<file path="config.mk">
export PLATFORM = sky130hd
export DESIGN_NAME = varint_record_stream_parser_flat
export DESIGN_NICKNAME = d
export VERILOG_FILES = /design/src/hdl/vrsp_pkg.sv /design/src/hdl/vrsp_if.sv /design/src/hdl/vrsp_queue.sv /design/src/hdl/vrsp_front.sv /design/src/hdl/vrsp_back.sv /design/src/hdl/varint_record_stream_parser.sv /design/src/flat_wrapper.sv
export SDC_FILE = /design/constraint.sdc
export NUM_CORES = 1
export LEC_CHECK = 0
export BUFFER_PORTS_ARGS = -buffer_cell sky130_fd_sc_hd__buf_2
export CORE_MARGIN = 1.5
export CORE_UTILIZATION = 40
export CTS_CLUSTER_DIAMETER = 60
export DETAILED_ROUTE_END_ITERATION = 6
export SETUP_SLACK_MARGIN = 0.1
export SYNTH_ARGS = -nofsm -noshare
export SYNTH_HDL_FRONTEND = slang
export SYNTH_SLANG_ARGS = --single-unit
</file>
<file path="constraint.sdc">
create_clock -name clk -period 7.72 [get_ports clk]
set_input_delay 1.158 -clock clk [delete_from_list [all_inputs] [get_ports clk]]
set_output_delay 1.158 -clock clk [all_outputs]
set_load 0.02 [all_outputs]
</file>
<file path="src/hdl/vrsp_pkg.sv">
// vrsp_pkg: shared types and constants for the varint record stream parser.
// No dependencies; used by every module of the block.
package vrsp_pkg;

  // Result kinds as seen on the result channel
  typedef enum logic [1:0] {
    KIND_VALUE   = 2'd0,
    KIND_PAYLOAD = 2'd1,
    KIND_EMPTY   = 2'd2,
    KIND_ERROR   = 2'd3
  } kind_t;

  typedef enum logic [1:0] {
    CAUSE_NONE  = 2'd0,
    CAUSE_ENDED = 2'd1,
    CAUSE_LONG  = 2'd2
  } cause_t;

  // item_format register codes; the unused code decodes as varint32
  localparam logic [1:0] FMT_VAR32  = 2'd0;
  localparam logic [1:0] FMT_VAR64  = 2'd1;
  localparam logic [1:0] FMT_RECORD = 2'd2;

  localparam logic [3:0] MAX_BYTES_NARROW = 4'd5;
  localparam logic [3:0] MAX_BYTES_WIDE   = 4'd10;
  localparam logic [3:0] LAST_GROUP       = 4'd9;

  localparam int QUEUE_DEPTH = 4;

  typedef struct packed {
    kind_t       kind;
    logic [63:0] value;
    logic [7:0]  payload;
    logic        last;
    cause_t      cause;
  } result_t;

  // One queue entry: a result plus a flag that asks the back end to follow
  // it with a buffer-ended error.
  typedef struct packed {
    result_t res;
    logic    ended_after;
  } entry_t;

  typedef struct packed {
    logic full;
    logic empty;
  } q_status_t;

endpackage

</file>
<file path="src/hdl/vrsp_if.sv">
// vrsp_if: stream interfaces for input bytes and parser results.
// Depends on nothing; used by the top level.
interface vrsp_byte_if;
  logic       valid;
  logic       ready;
  logic [7:0] data_byte;
  logic       end_of_buffer;

  modport source (output valid, data_byte, end_of_buffer, input ready);
  modport sink (input valid, data_byte, end_of_buffer, output ready);
endinterface

interface vrsp_result_if;
  logic        valid;
  logic        ready;
  logic [1:0]  kind;
  logic [63:0] decoded_value;
  logic [7:0]  payload_byte;
  logic        record_last;
  logic [1:0]  error_cause;

  modport source (output valid, kind, decoded_value, payload_byte, record_last, error_cause,
                  input ready);
  modport sink (input valid, kind, decoded_value, payload_byte, record_last, error_cause,
                output ready);
endinterface

</file>
<file path="src/hdl/vrsp_queue.sv">
// vrsp_queue: small register FIFO of parsed entries between front and back.
// Depends on vrsp_pkg.
module vrsp_queue #(
  parameter int DEPTH = vrsp_pkg::QUEUE_DEPTH
) (
  input  logic                clk,
  input  logic                rst,
  input  logic                push,
  input  vrsp_pkg::entry_t    push_entry,
  input  logic                pop,
  output vrsp_pkg::entry_t    head,
  output vrsp_pkg::q_status_t status
);

  localparam int PTR_W = (DEPTH > 1) ? $clog2(DEPTH) : 1;
  localparam int CNT_W = $clog2(DEPTH + 1);
  localparam logic [PTR_W-1:0] PTR_LAST = PTR_W'(DEPTH - 1);
  localparam logic [CNT_W-1:0] CNT_FULL = CNT_W'(DEPTH);

  vrsp_pkg::entry_t entries [DEPTH];
  logic [PTR_W-1:0] wr_ptr;
  logic [PTR_W-1:0] rd_ptr;
  logic [CNT_W-1:0] count;

  logic do_push;
  logic do_pop;

  assign status.full  = (count == CNT_FULL);
  assign status.empty = (count == '0);
  assign do_push      = push && !status.full;
  assign do_pop       = pop && !status.empty;
  assign head         = entries[rd_ptr];

  always_ff @(posedge clk) begin
    if (do_push) begin
      entries[wr_ptr] <= push_entry;
    end
  end

  always_ff @(posedge clk) begin
    if (rst) begin
      wr_ptr <= '0;
      rd_ptr <= '0;
      count  <= '0;
    end else begin
      if (do_push) begin
        wr_ptr <= (wr_ptr == PTR_LAST) ? '0 : wr_ptr + 1'b1;
      end
      if (do_pop) begin
        rd_ptr <= (rd_ptr == PTR_LAST) ? '0 : rd_ptr + 1'b1;
      end
      unique case ({do_push, do_pop})
        2'b10:   count <= count + 1'b1;
        2'b01:   count <= count - 1'b1;
        default: count <= count;
      endcase
    end
  end

endmodule

</file>
<file path="src/hdl/vrsp_front.sv">
// vrsp_front: parse state machine; takes one byte a cycle while the queue is not full and pushes results.
// Depends on vrsp_pkg.
module vrsp_front (
  input  logic                clk,
  input  logic                rst,
  input  logic [1:0]          item_format,
  input  logic                in_valid,
  output logic                in_ready,
  input  logic [7:0]          data_byte,
  input  logic                end_of_buffer,
  input  vrsp_pkg::q_status_t q_status,
  output logic                push,
  output vrsp_pkg::entry_t    push_entry
);

  typedef enum logic [1:0] {
    PH_VARINT  = 2'd0,
    PH_PAYLOAD = 2'd1,
    PH_DROP    = 2'd2
  } phase_t;

  phase_t      phase, phase_next;
  logic [63:0] accumulator, accumulator_next;
  logic [3:0]  byte_position, byte_position_next;
  logic [31:0] remaining, remaining_next;

  logic        accept;
  logic        wide;
  logic [3:0]  max_bytes;
  logic [3:0]  pos;
  logic [3:0]  pos_inc;
  logic [5:0]  shamt;
  logic [63:0] acc_new;
  logic [63:0] value;
  logic [31:0] rem_dec;
  logic        rec_last;

  assign in_ready  = !q_status.full;
  assign accept    = in_valid && in_ready;
  assign wide      = (item_format == vrsp_pkg::FMT_VAR64);
  assign max_bytes = wide ? vrsp_pkg::MAX_BYTES_WIDE : vrsp_pkg::MAX_BYTES_NARROW;
  assign pos       = (byte_position > vrsp_pkg::LAST_GROUP) ? vrsp_pkg::LAST_GROUP
                                                            : byte_position;
  assign pos_inc   = pos + 4'd1;
  // 7 * pos, at most 63
  assign shamt     = 6'({pos, 3'b000} - {3'b000, pos});
  assign acc_new   = accumulator | ({57'd0, data_byte[6:0]} << shamt);
  assign value     = wide ? acc_new : {32'd0, acc_new[31:0]};
  assign rem_dec   = (remaining != '0) ? remaining - 32'd1 : remaining;
  assign rec_last  = (rem_dec == '0);

  always_comb begin
    phase_next         = phase;
    accumulator_next   = accumulator;
    byte_position_next = byte_position;
    remaining_next     = remaining;
    push               = 1'b0;
    push_entry         = '0;

    if (accept) begin
      unique case (phase)
        PH_DROP: begin
          if (end_of_buffer) begin
            phase_next = PH_VARINT;
          end
        end
        PH_PAYLOAD: begin
          push                   = 1'b1;
          push_entry.res.kind    = vrsp_pkg::KIND_PAYLOAD;
          push_entry.res.payload = data_byte;
          push_entry.res.last    = rec_last;
          if (rec_last || end_of_buffer) begin
            push_entry.ended_after = !rec_last;
            phase_next             = PH_VARINT;
            remaining_next         = '0;
          end else begin
            remaining_next = rem_dec;
          end
        end
        default: begin
          accumulator_next   = '0;
          byte_position_next = '0;
          remaining_next     = '0;
          if (!data_byte[7]) begin
            if (item_format == vrsp_pkg::FMT_RECORD) begin
              if (value[31:0] == '0) begin
                push                = 1'b1;
                push_entry.res.kind = vrsp_pkg::KIND_EMPTY;
              end else if (end_of_buffer) begin
                push                 = 1'b1;
                push_entry.res.kind  = vrsp_pkg::KIND_ERROR;
                push_entry.res.cause = vrsp_pkg::CAUSE_ENDED;
              end else begin
                remaining_next = value[31:0];
                phase_next     = PH_PAYLOAD;
              end
            end else begin
              push                 = 1'b1;
              push_entry.res.kind  = vrsp_pkg::KIND_VALUE;
              push_entry.res.value = value;
            end
          end else if (pos_inc >= max_bytes) begin
            push                 = 1'b1;
            push_entry.res.kind  = vrsp_pkg::KIND_ERROR;
            push_entry.res.cause = vrsp_pkg::CAUSE_LONG;
            if (!end_of_buffer) begin
              phase_next = PH_DROP;
            end
          end else if (end_of_buffer) begin
            push                 = 1'b1;
            push_entry.res.kind  = vrsp_pkg::KIND_ERROR;
            push_entry.res.cause = vrsp_pkg::CAUSE_ENDED;
          end else begin
            accumulator_next   = acc_new;
            byte_position_next = pos_inc;
          end
        end
      endcase
    end
  end

  always_ff @(posedge clk) begin
    if (rst) begin
      phase         <= PH_VARINT;
      accumulator   <= '0;
      byte_position <= '0;
      remaining     <= '0;
    end else begin
      phase         <= phase_next;
      accumulator   <= accumulator_next;
      byte_position <= byte_position_next;
      remaining     <= remaining_next;
    end
  end

endmodule

</file>
<file path="src/hdl/vrsp_back.sv">
// vrsp_back: drains the queue into the registered result output, adding the
// trailing buffer-ended error where an entry asks for one. Depends on vrsp_pkg.
module vrsp_back (
  input  logic                clk,
  input  logic                rst,
  input  vrsp_pkg::entry_t    head,
  input  vrsp_pkg::q_status_t q_status,
  output logic                pop,
  output logic                out_valid,
  input  logic                out_ready,
  output vrsp_pkg::result_t   out_res
);

  logic load;
  logic pend_err;

  assign load = !out_valid || out_ready;
  assign pop  = load && !pend_err && !q_status.empty;

  always_ff @(posedge clk) begin
    if (rst) begin
      out_valid <= 1'b0;
      pend_err  <= 1'b0;
    end else if (load) begin
      if (pend_err) begin
        out_valid <= 1'b1;
        pend_err  <= 1'b0;
      end else begin
        out_valid <= !q_status.empty;
        pend_err  <= !q_status.empty && head.ended_after;
      end
    end
  end

  always_ff @(posedge clk) begin
    if (load) begin
      if (pend_err) begin
        out_res <= '{kind:    vrsp_pkg::KIND_ERROR,
                     value:   64'd0,
                     payload: 8'd0,
                     last:    1'b0,
                     cause:   vrsp_pkg::CAUSE_ENDED};
      end else begin
        out_res <= head.res;
      end
    end
  end

endmodule

</file>
<file path="src/hdl/varint_record_stream_parser.sv">
// varint_record_stream_parser: top level of the base-128 varint / record parser.
// Depends on vrsp_pkg, vrsp_if, vrsp_front, vrsp_queue and vrsp_back.
//
//   channel    dir  handshake            payload
//   ---------  ---  -------------------  ------------------------------------------
//   bytes      in   valid/ready          data_byte[7:0], end_of_buffer
//   results    out  valid/ready          kind, decoded_value[63:0], payload_byte,
//                                        record_last, error_cause
//   cfg        in   cfg_write            cfg_data[1:0] -> item_format
//
// Throughput is one byte per clock while the queue has room: the front end does
// a whole parse step per byte (one 7-bit group shift into the 64-bit accumulator)
// and pushes at most one queue entry. Results leave at one per clock while
// results.ready is high; a byte that ends a buffer in mid payload yields two
// results, the error after the payload. Entries go through the queue to the
// output register. Reset clears parse state, the queue and the output register;
// item_format resets to varint32. Bytes stall only when the queue is full.
module varint_record_stream_parser #(
  parameter int QUEUE_DEPTH = vrsp_pkg::QUEUE_DEPTH
) (
  input  logic          clk,
  input  logic          rst,
  input  logic          cfg_write,
  input  logic [1:0]    cfg_data,
  vrsp_byte_if.sink     bytes,
  vrsp_result_if.source results
);

  logic [1:0]          item_format;
  logic                push;
  logic                pop;
  vrsp_pkg::entry_t    push_entry;
  vrsp_pkg::entry_t    head;
  vrsp_pkg::q_status_t q_status;
  vrsp_pkg::result_t   out_res;
  logic                out_valid;
  logic                in_ready;

  // Format register; the user must write it only while the parser is idle; the block does not enforce this.
  always_ff @(posedge clk) begin
    if (rst) begin
      item_format <= vrsp_pkg::FMT_VAR32;
    end else if (cfg_write) begin
      item_format <= cfg_data;
    end
  end

  // Front end: parse state, classification of each byte.
  vrsp_front u_front (
    .clk           (clk),
    .rst           (rst),
    .item_format   (item_format),
    .in_valid      (bytes.valid),
    .in_ready      (in_ready),
    .data_byte     (bytes.data_byte),
    .end_of_buffer (bytes.end_of_buffer),
    .q_status      (q_status),
    .push          (push),
    .push_entry    (push_entry)
  );

  assign bytes.ready = in_ready;

  // Decoupling queue between parse and output.
  vrsp_queue #(
    .DEPTH (QUEUE_DEPTH)
  ) u_queue (
    .clk        (clk),
    .rst        (rst),
    .push       (push),
    .push_entry (push_entry),
    .pop        (pop),
    .head       (head),
    .status     (q_status)
  );

  // Back end: output register, expands entries that carry a trailing error.
  vrsp_back u_back (
    .clk       (clk),
    .rst       (rst),
    .head      (head),
    .q_status  (q_status),
    .pop       (pop),
    .out_valid (out_valid),
    .out_ready (results.ready),
    .out_res   (out_res)
  );

  assign results.valid         = out_valid;
  assign results.kind          = out_res.kind;
  assign results.decoded_value = out_res.value;
  assign results.payload_byte  = out_res.payload;
  assign results.record_last   = out_res.last;
  assign results.error_cause   = out_res.cause;

endmodule

</file>
<file path="src/flat_wrapper.sv">
// flat-port wrapper written by rule: the top's interface ports become plain ports
module varint_record_stream_parser_flat 
#(
  parameter int QUEUE_DEPTH = vrsp_pkg::QUEUE_DEPTH
)
  (clk, rst, cfg_write, cfg_data, bytes_valid, bytes_data_byte, bytes_end_of_buffer, bytes_ready, results_valid, results_kind, results_decoded_value, results_payload_byte, results_record_last, results_error_cause, results_ready);
  vrsp_byte_if bytes_i ();
  vrsp_result_if results_i ();
  input  logic clk;
  input  logic rst;
  input  logic cfg_write;
  input  logic [1:0] cfg_data;
  input wire logic [$bits(bytes_i.valid)-1:0] bytes_valid;
  input wire logic [$bits(bytes_i.data_byte)-1:0] bytes_data_byte;
  input wire logic [$bits(bytes_i.end_of_buffer)-1:0] bytes_end_of_buffer;
  output wire logic [$bits(bytes_i.ready)-1:0] bytes_ready;
  output wire logic [$bits(results_i.valid)-1:0] results_valid;
  output wire logic [$bits(results_i.kind)-1:0] results_kind;
  output wire logic [$bits(results_i.decoded_value)-1:0] results_decoded_value;
  output wire logic [$bits(results_i.payload_byte)-1:0] results_payload_byte;
  output wire logic [$bits(results_i.record_last)-1:0] results_record_last;
  output wire logic [$bits(results_i.error_cause)-1:0] results_error_cause;
  input wire logic [$bits(results_i.ready)-1:0] results_ready;
  assign bytes_i.valid = bytes_valid;
  assign bytes_i.data_byte = bytes_data_byte;
  assign bytes_i.end_of_buffer = bytes_end_of_buffer;
  assign bytes_ready = bytes_i.ready;
  assign results_valid = results_i.valid;
  assign results_kind = results_i.kind;
  assign results_decoded_value = results_i.decoded_value;
  assign results_payload_byte = results_i.payload_byte;
  assign results_record_last = results_i.record_last;
  assign results_error_cause = results_i.error_cause;
  assign results_i.ready = results_ready;
  varint_record_stream_parser #(.QUEUE_DEPTH(QUEUE_DEPTH)) u_core (.clk(clk), .rst(rst), .cfg_write(cfg_write), .cfg_data(cfg_data), .bytes(bytes_i), .results(results_i));
endmodule
</file>
### Yosys cells after proc, flatten, opt, wreduce, memory -nomap -nowiden

Memories as Yosys holds them, arrays and structs flattened. A register that Yosys moved wholly into a read port is not among the register bits.
Cells that the tools add are included.

| cells by class | value |
|---|---|
| $add $sub $neg | 7 |
| order comparisons | 2 |
| eq/ne operators | 14 |
| shifts and indexed selects | 1 |
| muxes and demuxes | 60 |
| bitwise gates (word level) | 3 |
| reductions and logical operators | 23 |

Operator list:

| kind | count |
|---|---|
| 64-bit 2-to-1 mux | 7 |
| 32-bit 2-to-1 mux | 6 |
| 78-bit 2-to-1 mux | 1 |
| 32-bit zero test | 2 |
| 64-bit OR | 1 |
| 32-bit one-hot mux with 2 select lines | 1 |
| 7-bit by 6-bit left shift with 64-bit output | 1 |
| 2-bit 2-to-1 mux | 20 |
| 32-bit nonzero test | 1 |
| 32-bit by 1-bit subtractor with 32-bit output (second input constant) | 1 |
| 4-bit 2-to-1 mux | 5 |
| 1-bit 2-to-1 mux | 15 |
| 2-bit equality test (second input constant) | 5 |
| 9-bit 2-to-1 mux | 1 |
| 2-bit one-hot mux with 2 select lines | 2 |
| 7-bit AND reduction | 1 |
| 2-bit by 1-bit equality test with 1-bit output (second input constant) | 3 |
| 1-bit logical AND | 6 |
| 3-bit one-hot mux with 2 select lines | 1 |
| 6-bit by 4-bit subtractor with 6-bit output | 1 |
| 1-bit zero test | 5 |
| 2-bit by 1-bit adder with 2-bit output (second input constant) | 2 |
| 4-bit by 1-bit adder with 4-bit output (second input constant) | 1 |
| 4-bit >= comparator | 1 |
| other kinds (16) | 20 |

| storage, ports and cells | value |
|---|---|
| register bits after elaboration | 190 |
| memory bits (writable) | 312 |
| output and inout bits | 79 |
| logic and storage cells | 126 |
| memories | 1 |

Memories:

| name | depth | bits a word | read ports | clocked after Yosys merged registers in | write ports | line | RTL |
|---|---|---|---|---|---|---|---|
| u_core.u_queue.entries | 4 | 78 | 1 | 1 | 1 | vrsp_queue.sv:20 | `vrsp_pkg::entry_t entries [DEPTH];` |

### Logic depth before layout (Yosys ltp)

| logic depth | value |
|---|---|
| depth after elaboration | 15 |
| mapped depth | 24 |

### Cells and area by module

Synthesis repeated with hierarchy kept, for this count alone.

| second synthesis, totals | value |
|---|---|
| cells, all modules | 1,691 |
| area total of the unflattened synthesis | 22,029.9 um2 |

Modules (own cells, without submodules):

| module | times used | cells each | area an instance (um2) |
|---|---|---|---|
| vrsp_queue | 1 | 462 | 11,735.0 |
| vrsp_front | 1 | 1,051 | 7,309.5 |
| vrsp_back | 1 | 172 | 2,917.8 |
| varint_record_stream_parser | 1 | 6 | 67.6 |

### Least setup slack after synthesis

Ideal clock, no wire load.

| timing path | value |
|---|---|
| path kind | reg-to-reg |
| start point | reg u_core.u_front.byte_position[0] |
| end point | mem u_core.u_queue.entries[0][0] (netlist name) (enable) |
| arrival | 5,980 ps |
| path slack | 1,295 ps |
| cell stages (with the launch flop) | 19 |
| buffers on the path | 5 |
| path through | dfxtp_1 > buf_2 > buf_2 > buf_2 > nor2_1 > inv_1 > ha_1 > clkbuf_1 > and3b_1 > o21ai_1 > o21a_1 > nor2_1 > clkbuf_1 > a211o_1 > or4_1 > or3_1 > or2_4 > a311oi_4 > and2_1 |

| on the way | value |
|---|---|
| cells in the longest elaborated chain, start to end | 15 |
| elaborated cells between the ends (all ways) | 18 |
| those cells by class | add/sub: 2; order compare: 2; shift: 1; mux: 10; bitwise: 1; reduce/logical: 2 |

Ends and longest elaborated chain:

| item | line | RTL |
|---|---|---|
| from (decl) | vrsp_front.sv:24 | `logic [3:0] byte_position, byte_position_next;` |
| from (signal assigned) | vrsp_front.sv:131 | `byte_position <= byte_position_next;` |
| 4-bit greater-than comparator | vrsp_front.sv:42 | `assign pos = (byte_position > vrsp_pkg::LAST_GROUP) ? vrsp_pkg::LAST_GROUP` |
| 4-bit 2-to-1 mux * | vrsp_front.sv:42 |  |
| 6-bit by 4-bit subtractor with 6-bit output | vrsp_front.sv:46 | `assign shamt = 6'({pos, 3'b000} - {3'b000, pos});` |
| 7-bit by 6-bit left shift with 64-bit output | vrsp_front.sv:47 | `assign acc_new = accumulator \| ({57'd0, data_byte[6:0]} << shamt);` |
| 64-bit OR | vrsp_front.sv:47 |  |
| 64-bit 2-to-1 mux | vrsp_front.sv:48 | `assign value = wide ? acc_new : {32'd0, acc_new[31:0]};` |
| 32-bit zero test | vrsp_front.sv:86 | `if (value[31:0] == '0) begin` |
| 1-bit 2-to-1 mux | vrsp_front.sv:86 |  |
| 1-bit 2-to-1 mux | vrsp_front.sv:85 | `if (item_format == vrsp_pkg::FMT_RECORD) begin` |
| 1-bit 2-to-1 mux * | vrsp_front.sv:84 | `if (!data_byte[7]) begin` |
| 1-bit one-hot mux with 2 select lines * | vrsp_front.sv:61 | `unique case (phase)` |
| 1-bit 2-to-1 mux * | vrsp_front.sv:60 | `if (accept) begin` |
| 1-bit logical AND * | vrsp_queue.sv:30 | `assign do_push = push && !status.full;` |
| 1-bit 2-to-1 mux * | vrsp_queue.sv:35 | `if (do_push) begin` |
| 1-bit 2-to-1 mux (implied by the code) * | vrsp_queue.sv:36 | `entries[wr_ptr] <= push_entry;` |
| to (decl) | vrsp_queue.sv:20 |  |

Every way passes the cells marked *; elsewhere a longest branch is shown, timed or not.

### Worst setup path in the final report

| timing path | value |
|---|---|
| start point | reg u_core.u_front.byte_position[1] |
| end point | reg u_core.u_queue.count[2] |

| on the way | value |
|---|---|
| cells in the longest elaborated chain, start to end | 15 |
| elaborated cells between the ends (all ways) | 20 |
| those cells by class | add/sub: 2; order compare: 2; eq/ne: 2; shift: 1; mux: 9; bitwise: 1; reduce/logical: 3 |

Ends and longest elaborated chain:

| item | line | RTL |
|---|---|---|
| 4-bit greater-than comparator | vrsp_front.sv:42 |  |
| 4-bit 2-to-1 mux * | vrsp_front.sv:42 |  |
| 6-bit by 4-bit subtractor with 6-bit output | vrsp_front.sv:46 |  |
| 7-bit by 6-bit left shift with 64-bit output | vrsp_front.sv:47 |  |
| 64-bit OR | vrsp_front.sv:47 |  |
| 64-bit 2-to-1 mux | vrsp_front.sv:48 |  |
| 32-bit zero test | vrsp_front.sv:86 |  |
| 1-bit 2-to-1 mux | vrsp_front.sv:86 |  |
| 1-bit 2-to-1 mux | vrsp_front.sv:85 |  |
| 1-bit 2-to-1 mux * | vrsp_front.sv:84 |  |
| 1-bit one-hot mux with 2 select lines * | vrsp_front.sv:61 |  |
| 1-bit 2-to-1 mux * | vrsp_front.sv:60 |  |
| 1-bit logical AND * | vrsp_queue.sv:30 |  |
| 2-bit by 1-bit equality test with 1-bit output / 2-bit equality test (equally long branches) | vrsp_queue.sv:52 | `unique case ({do_push, do_pop})` |
| 3-bit one-hot mux with 2 select lines / 2-bit nonzero test (equally long branches) | - |  |
| to (signal assigned) | vrsp_queue.sv:53 | `2'b10: count <= count + 1'b1;` |
| to (signal assigned) | vrsp_queue.sv:54 | `2'b01: count <= count - 1'b1;` |
| to (signal assigned) | vrsp_queue.sv:55 | `default: count <= count;` |
| to (decl) | vrsp_queue.sv:23 | `logic [CNT_W-1:0] count;` |

Marked as above.
A chain may end at the register's enable or synchronous reset.

==> results.json <==
{
  "route.detailed.drc": 0,
  "drtIter0Drc": 1427,
  "grt_pass1_vias": 13460,
  "syn_area_um2": 21520,
  "yosysTopAreaCell": "edfxtp_1",
  "grt_max_degree": 78,
  "worstHoldEndpoint": "u_core.u_front.accumulator[56]$_SDFFE_PP0P_",
  "synth.most_common_cell": "edfxtp_1",
  "cts_hold_buffers": 0,
  "seq_power_share": 0.440,
  "fin_tns_setup_ns": 0,
  "finalHoldViolCount": 0,
  "numPortBuffers": 94,
  "root_buffer": "clkbuf_16",
  "p_sw_mw": 2.513,
  "cp.required_ns": 8.23,
  "min_from": "u_core.u_front.accumulator[56]$_SDFFE_PP0P_",
  "path_max_fanout": 23,
  "antenna_found_initial": 1,
  "crit_path_end_kind": "register",
  "post_drt_wl_per_cell_um": 22.26,
  "async_flop_share": 0,
  "viasPerCell": 5.643,
  "cts.sinks": 504,
  "clk_latency_ns": 0.59,
  "fin_nets": 1729,
  "ir_drop_v": 0.0001751,
  "cp-start-kind": "register",
  "wirelength_mm": 54.04,
  "outcome": "complete, no violations",
  "synth_nets": 1639,
  "grt_remaining_overflow": 0,
  "regToRegStartpoint": "u_core.u_front.byte_position[1]$_SDFFE_PP0P_",
  "grt_pass1_wl_mm": 82.50,
  "maxSlewHeadroom": 0.2317,
  "ys_warn_count": 0,
  "dpl_cell_area_um2": 22810,
  "whs_path_depth": 2,
  "synth_common_cells": "edfxtp_1 (389), nor2_1 (200), a21oi_1 (131)",
  "cts_tree": "built",
  "fin_skew_ns": 0.02190,
  "clkTransAtPathRegs_ns": 0.07,
  "synthCells": 1607,
  "place.gp.congestion": 0.9076,
  "reg2reg_depth": 19,
  "tightest_slew_ns": 1.143,
  "drv_slew": 0,
  "ys_seq_area_frac": 0.6499,
  "min_path_type": "register to register",
  "cts_setup_buffers": 0,
  "die_area_um2": 55190,
  "worstPathArrival_ns": 7.26,
  "ys_seq_elements": 504,
  "start_util": 0.4070,
  "p_clk_frac": 0.304,
  "yosys_most_used_dff": "edfxtp_1",
  "yosys-top-cells-area": "edfxtp_1 (54%), dfxtp_1 (11%), mux4_2 (8.3%)",
  "internal_power_mw": 5.704,
  "die_h_um": 234.9,
  "combPwrFrac": 0.256,
  "synth_edf_count": 389,
  "cts_buffer_depth": 3,
  "max_freq_mhz": 148.3,
  "period_minus_slack_ns": 6.741,
  "rsz0062_at_grt": "false",
  "yosysTopAreaCellShare": 0.5429,
  "switching_share": 0.3058,
  "ant_nets": 0,
  "post-dp-hpwl_mm": 35.93,
  "grt_usage": 0.1937,
  "avgSynthCellArea_um2": 13.39,
  "drive_gt1_frac": 0.1885,
  "htreeDepth": 2,
  "post_cts_resized": 0,
  "final_area_um2": 24540,
  "synth_cell_type_count": 89,
  "dr.pass1.iters": 5,
  "critical_path_class": "register to register",
  "vias": 13700,
  "cts_buffers": 52,
  "fp.dieW_um": 234.9,
  "rows": 84,
  "rr_endpoint": "u_core.u_queue.count[2]$_SDFFE_PP0P_",
  "leakage_nw": 8.385,
  "coreArea_um2": 52870,
  "finalSetupViolCount": 0,
  "cap_violations": 0,
  "antenna_cells": 0,
  "num_io_pins": 95,
  "ff2ff_setup_slack_ns": 0.98,
  "fin_crit_sh": 0.8732,
  "p_per_area_nw_per_um2": 334.8,
  "area_growth_syn_to_layout_pct": 14.06
}
-- metal layers --
metal	share of wire	wire, µm	global-route usage	vias to the layer above
met4	0.027	1471	0.05884	2
met3	0.055	2976	0.03266	88
met1	0.43	23080	0.2573	6903
met2	0.49	26510	0.3255	420
met5	0.00022	12	0	-
li1	-	-	-	6289
-- worst max-delay path: stages, from the launching register on --
cell and delay (ns):
dfxtp_1 0.90, o21a_1 0.33, nor2_1 0.13, inv_1 0.14, ha_1 0.37, and3b_1 0.25, o21ai_1 0.32, o21a_1 0.52
nor2_1 0.36, a2111oi_1 0.42, nand4_1 0.14, or4_1 0.64, or2_4 0.34, a311oi_4 0.47, inv_1 0.09, ha_1 0.25
fa_1 0.39, xnor2_1 0.15, or3_1 0.32, a21oi_1 0.14
-- state kept, by name, summed over array words and instances (netlist names), named ones only --
name	flops
u_core.u_queue.count	3
u_core.u_front.phase	2
u_core.u_front.byte_position	4
u_core.u_queue.wr_ptr	2
u_core.u_queue.rd_ptr	2
u_core.u_front.remaining	32
u_core.u_back.out_valid	1
u_core.u_front.accumulator	64
u_core.u_back.pend_err	1
u_core.u_queue.entries	312
u_core.u_back.out_res	77
u_core.item_format	2
-- metrics by stage --
| step | cells | hold slack (ns) | power, mW | utilization | setup slack (ns) |
|---|---|---|---|---|---|
| finish | 2428 | 0.4663 | 8.217 | 0.4642 | 0.9787 |
| floorplan | 1607 | 0.4374 | 5.111 | - | 1.295 |
| detailed placement | 2331 | 0.4554 | 5.801 | 0.4315 | 1.062 |
| CTS | 2428 | 0.4706 | 8.310 | 0.4642 | 1.032 |
| global route | 2428 | 0.4870 | 8.589 | 0.4642 | 0.5182 |
| global placement | 2331 | 0.4476 | 5.782 | 0.4315 | 1.129 |
-- layout make-up --
cell class / count / area [µm²]
clock buffer: 74 / 1541
clock inverter: 23 / 190.2
fill: 4681 / 28320
inverter: 28 / 106.4
multi-input combinational: 987 / 7106
sequential: 504 / 13990
tap: 688 / 860.8
timing repair buffer: 124 / 745.7
-- worst max path at each step --
stage                                                 startpoint                                      to  slack (ns)  cells after the start
floorplan           u_core.u_front.byte_position[0]$_SDFFE_PP0P_  u_core.u_queue.entries[0][0]$_DFFE_PP_        1.30                     18
global placement    u_core.u_front.byte_position[1]$_SDFFE_PP0P_    u_core.u_queue.count[2]$_SDFFE_PP0P_        1.13                     19
detailed placement  u_core.u_front.byte_position[1]$_SDFFE_PP0P_    u_core.u_queue.count[2]$_SDFFE_PP0P_        1.06                     19
global route        u_core.u_front.byte_position[1]$_SDFFE_PP0P_    u_core.u_queue.count[2]$_SDFFE_PP0P_        0.52                     19
finish              u_core.u_front.byte_position[1]$_SDFFE_PP0P_    u_core.u_queue.count[2]$_SDFFE_PP0P_        0.98                     19
CTS                 u_core.u_front.byte_position[1]$_SDFFE_PP0P_    u_core.u_queue.count[2]$_SDFFE_PP0P_        1.03                     19
-- cells by family (layout without fill, tap and decap cells) --
kind of cell	after synthesis	after routing	synth area share
fa+ha+maj	16	16	0.009653
mux	93	93	0.09007
buf+inv	116	249	0.02175
flops	504	504	0.6499
xor+xnor	22	22	0.008955
compound gates	309	309	0.09217
simple gates	547	547	0.1275
-- placed cells by master (no fill, tap or decap), types with 13 or more instances in the layout --
cell,n
ha_1,15
mux4_2,79
o21ai_0,49
nand2_1,63
edfxtp_1,389
nor2_1,198
clkbuf_16,56
inv_1,26
and2_1,15
or3_1,25
nand3_1,20
nor3_1,53
a31oi_1,15
nor2b_1,88
a21oi_1,131
buf_2,94
nor4_1,13
dfxtp_1,112
buf_4,26
-- power groups by stage --
| stage | registers (mW) | logic, mW | clock network (mW) |
|---|---|---|---|
| after floorplan | 3.88 | 1.23 | 0 |
| after global placement | 3.66 | 2.12 | 0 |
| after detailed placement | 3.68 | 2.12 | 0 |
| after CTS | 3.62 | 2.13 | 2.55 |
| after global routing | 3.66 | 2.27 | 2.66 |
| final | 3.62 | 2.10 | 2.50 |
(Power assumes the default switching activity.)
